## config.mk

```make
export PLATFORM = sky130hd
export DESIGN_NAME = sfl_ram
export DESIGN_NICKNAME = d
export VERILOG_FILES = /design/src/rtl/sfl_ram.sv
export SDC_FILE = /design/constraint.sdc
export NUM_CORES = 2
export LEC_CHECK = 0
export ABC_AREA = 1
export BUFFER_PORTS_ARGS = -buffer_cell sky130_fd_sc_hd__buf_2
export CORE_ASPECT_RATIO = 2
export CORE_MARGIN = 2
export CORE_UTILIZATION = 40
export DETAILED_ROUTE_END_ITERATION = 10
export SLEW_MARGIN = 30
export SYNTH_ARGS = -nofsm -noshare
export SYNTH_HDL_FRONTEND = slang
export SYNTH_SLANG_ARGS = --single-unit
```

## constraint.sdc

```tcl
create_clock -name clk -period 2.5 [get_ports clk]
set_clock_uncertainty 0.15 [all_clocks]
set_input_delay 0.375 -clock clk [delete_from_list [all_inputs] [get_ports clk]]
set_output_delay 0.375 -clock clk [all_outputs]
set_load 0.005 [all_outputs]
```

## src/rtl/sfl_ram.sv

```systemverilog
// generic single-write, single-read ram with registered read data
// no dependencies
module sfl_ram #(
  parameter int WIDTH = 16,
  parameter int DEPTH = 256
) (
  input  logic                     clk,
  input  logic                     we,
  input  logic [$clog2(DEPTH)-1:0] waddr,
  input  logic [WIDTH-1:0]         wdata,
  input  logic                     re,
  input  logic [$clog2(DEPTH)-1:0] raddr,
  output logic [WIDTH-1:0]         rdata
);

  logic [WIDTH-1:0] mem [DEPTH];

  always_ff @(posedge clk) begin
    if (we) begin
      mem[waddr] <= wdata;
    end
    if (re) begin
      rdata <= mem[raddr];
    end
  end

endmodule

```

# --- Word level (Yosys, flattened, before mapping) ---
# Memories as Yosys holds them, arrays and structs flattened. A register that Yosys moved wholly into a read port is not among the register bits.
# Cells that the tools add are included.
# Widths: inputs -> output; s select.
word_totals:
  memories: 1
  ram_bits: 4096
  reg_bits: 0
  romBits: 0
  latchBits: 0
  inputBits: 35
mem_list:
  columns: ["memory", "depth", "width", "rd", "rd_ports_with_merged_regs", "wr", "line_no", "rtl"]
  rows:
  - ["mem", 256, 16, 1, 1, 1, "16", "logic [WIDTH-1:0] mem [DEPTH];"]
op_classes:
  n_reduce_logical: 0
  n_eq_ne: 0
  mul: 0
  n_shift: 0
  bitwise_logic: 0
  div: 0
  magnitude_cmp: 0
  n_addsub: 0
  n_mux: 2
ops:
  columns: ["cell", "n"]
  rows:
  - ["$mux 1", 2]

# --- Logic depth before layout (Yosys ltp) ---
depth:
  word_depth: 2
  mapped_depth: 15
  mapped_depth_nobuf: 11

# --- Least setup slack after synthesis ---
# OpenSTA, ideal clock, no wires.
synth_timing:
  kind: "input -> register"
  startpoint: "in we"
  endpoint: "mem mem[164][0], enable pin"
  stages: 4
  n_path_buf: 2
  arrival_ns: 1.827
  setup_ns: 0.388
  setup_slack_ns: 0.135
  required_ns: 1.962
  path_cell_list: "clkbuf_1 nand3_1 clkbuf_1 nor2_1"
synth_via:
  elab_chain_cells: 2
synth_rtl:
  columns: ["item", "line_no", "rtl"]
  rows:
  - ["start, declared", "8", "input logic we,"]
  - ["$mux 1", "19", "if (we) begin"]
  - ["$mux 1 (not written as such)", "20", "mem[waddr] <= wdata;"]
  - ["end, declared", "16", null]
# No other way between the ends.

==> flow_summary_export.csv <==
group,metric,value,unit
final_layout,synthToLayoutAreaGrowth,17.82,%
drt,viasPerCell,5.563,
synthesis,yosysWarnings,0,
worst_hold_path,hp-class,"input pin to register",
critical_path,endpoint,"rdata[13]",
clocking,clk_pin_slew_worst_paths,70,ps
power_and_ir_drop,p_int,108.0,mW
sta,fin_tns_setup,0,ps
drt,drt_first_iter_violations,12067,
synthesis,synth_cell_types,14,
critical_path,reg2reg_slack,80,ps
power_and_ir_drop,powerDensity,718.1,mW/mm^2
placement,post-place-cells,19445,
final_layout,final_cell_mix,"nand2_1, edfxtp_1, nand3_1",
floorplan,core,0.4133,sq mm
synthesis,netlist_area,0.1659,sq mm
critical_path,cpMaxStageDelayCell,"nand3_1",
run_status,status,"completed",
synthesis,ys_seq_elements,4112,
floorplan,rows,334,
placement,place.port_buffers,50,
clocking,clkLatencyLatePin,940,ps
sta,fmax,400.9,MHz
clocking,cts_made_buffers,336,
clocking,clkSinkCount,4112,
clocking,ctsLongestPathBuffers,4,
final_layout,post-route-util,47.28,%
floorplan,die_w,459.3,microns
sta,tightest_slew,820.8,ps
synthesis,synth_fp_nets,13652,
sta,fin_crit,2494,ps
critical_path,crit_fanout,21,
final_layout,final_nets,14460,
critical_path,start_kind,"input pin",
sta,hold_viol,0,
critical_path,cpPeakStageDelay,250,ps
final_layout,final_cell_count_no_fill,20084,
critical_path,rr_worst_depth,10,
floorplan,dieArea,0.4201,sq mm
final_layout,stdcell_area,0.1954,sq mm
synthesis,avgSynthCellArea,12.18,sq um
critical_path,end_kind,"register",
clocking,cts_root_buffer,"clkbuf_16",
global_route,overflow,0,
critical_path,r2r-end,"rdata[2]",
synthesis,yosysTopAreaCell,"edfxtp_1",
critical_path,cp-startpoint,"raddr[0]",
final_layout,layout-drive-gt1-share,12.90,%
drt,num_vias,111729,
global_route,grt_usage,24.47,%
synthesis,yosys-top-cells-area,"edfxtp_1, nand3_1, nand2_1",
sta,finalMaxSlewViolations,0,
synthesis,seq_area_frac_synth,74.44,%
floorplan,num_io_pins,51,
placement,hpwlAfterDp,344.9,mm
sta,fin_crit_sh,99.78,%
critical_path,path_cells,"buf_12, inv_16, buf_12, buf_12, buf_4, buf_12, nand2_1, nand3_1, nand3_1, nand3_1, nand3_1, nand3_1, nand3_1, nand2_1, nand2_1, nand2_1",
drt,wl,524.6,mm
sta,setup_viol,0,
global_route,grt_pass1_vias,108883,
critical_path,crit_top_cell,"nand3_1",
floorplan,die_h,914.7,microns
power_and_ir_drop,ir_worst_vdd,596.0,uV
clocking,htreeDepth,5,
power_and_ir_drop,seqPwrFrac,54.2,%
power_and_ir_drop,p_switching,32.34,mW
global_route,grt_pass1_wl,752.6,mm
critical_path,timing.rr.start,"mem[71][2]",
placement,postPlaceCellArea,0.1845,sq mm
sta,relSlewSlack,45.28,%
power_and_ir_drop,p_leak,68.99,nW
global_route,grt_max_degree,113,
power_and_ir_drop,pwr-share-clk,38.0,%
floorplan,start_util,40.13,%
drt,wl_per_cell,26.12,microns
power_and_ir_drop,p_comb_share,7.8,%
final_layout,layout_commonest_cell,"nand2_1",
power_and_ir_drop,p_total,140.3,mW
synthesis,yosysTopAreaCellShare,74.44,%
drt,detail_route.first_pass.iterations,6,
flow_run,drv_cap,0,
critical_path,worstPathArrival,3140,ps
drt,drc_errors,0,
global_route,antenna_found_initial,19,
placement,gp_congestion,0.9331,
power_and_ir_drop,sw_frac_of_total,23.04,%
critical_path,cp.required,3150,ps
synthesis,syn_inst,13617,
critical_path,crit_type,"input pin to register",
drt,ant_nets,0,
clocking,cts_tree,"done",
[worst min-delay path by stage]
stage	startpoint	to	slack (ps)	depth (start not counted)
after CTS	raddr[5]	rdata[1]	60	7
after global placement	wdata[0]	mem[35][0]	600	1
after floorplan	wdata[0]	mem[0][0]	320	0
final	raddr[5]	rdata[1]	140	7
after detailed placement	wdata[0]	mem[35][0]	600	1
after global routing	waddr[5]	mem[64][10]	160	5
[sequential cells by signal (all words and copies together) (netlist names)]
| name | flops |
|---|---|
| rdata | 16 |
| mem | 4096 |
[synthesized netlist by cell type]
cell type and n:
nand3_1 4035, inv_1 35, inv_2 2, buf_8 1, nor2_1 283, buf_12 1
clkbuf_1 154, inv_4 2, buf_1 70, buf_4 163, buf_2 495, edfxtp_1 4112
nand2_1 4211, buf_6 53
[final cells by class]
| cell class | instances | area (sq um) |
|---|---|---|
| clock inverters | 200 | 1866 |
| diodes | 17 | 42.54 |
| flip-flops and latches | 4112 | 123500 |
| well taps | 5376 | 6726 |
| fillers | 35873 | 217900 |
| clock buffers | 404 | 8833 |
| repair buffers | 1407 | 17130 |
| inverters | 39 | 198.9 |
| multi-input cells | 8529 | 37150 |
[worst max-delay path: cells and delay by family]
family / cells / cell delay [ps]
buffers and inverters: 6 / 1130
and+or+nand+nor: 10 / 1550
[routing by layer]
| metal | track usage [%] | up-vias | share of wire [%] |
|---|---|---|---|
| li1 | - | 50172 | - |
| met1 | 27.44 | 55825 | 35 |
| met2 | 43.18 | 4486 | 51 |
| met3 | 3.201 | 1240 | 6.3 |
| met4 | 16.70 | 6 | 7.9 |
| met5 | 0 | - | 0.0074 |
[cell families after synthesis]
logic type | share of synthesized area (%)
buffers and inverters | 3.210
DFF | 74.44
and+or+nand+nor | 22.35
[power by group through the flow]
stage          clock network [mW]  registers (mW)  logic (mW)
2_1_floorplan                   0            77.5        4.70
3_3_place_gp                    0            77.6        10.8
3_5_place_dp                    0            77.6        10.8
4_1_cts                      53.8            76.0        10.9
5_1_grt                      56.1            76.0        11.6
6_report                     53.3            76.0        11.0
[per-stage QoR]
stage	hold slack, ps	worst slack [ps]
finish	141.0	5.625
global route	157.9	-0.2134
CTS	59.12	-31.52
detailed placement	604.2	-986.7
global placement	604.6	-984.5
floorplan	323.9	134.6
[repair_timing]
item | in CTS | in global routing
hold buffers | 18 | 0
resized for setup | 1 | 8
buffers inserted | 0 | 0
setup endpoints to repair | 2 | 4
endpoints found under the hold margin | 2149 | 0
Power figures use the tool's default switching activity.
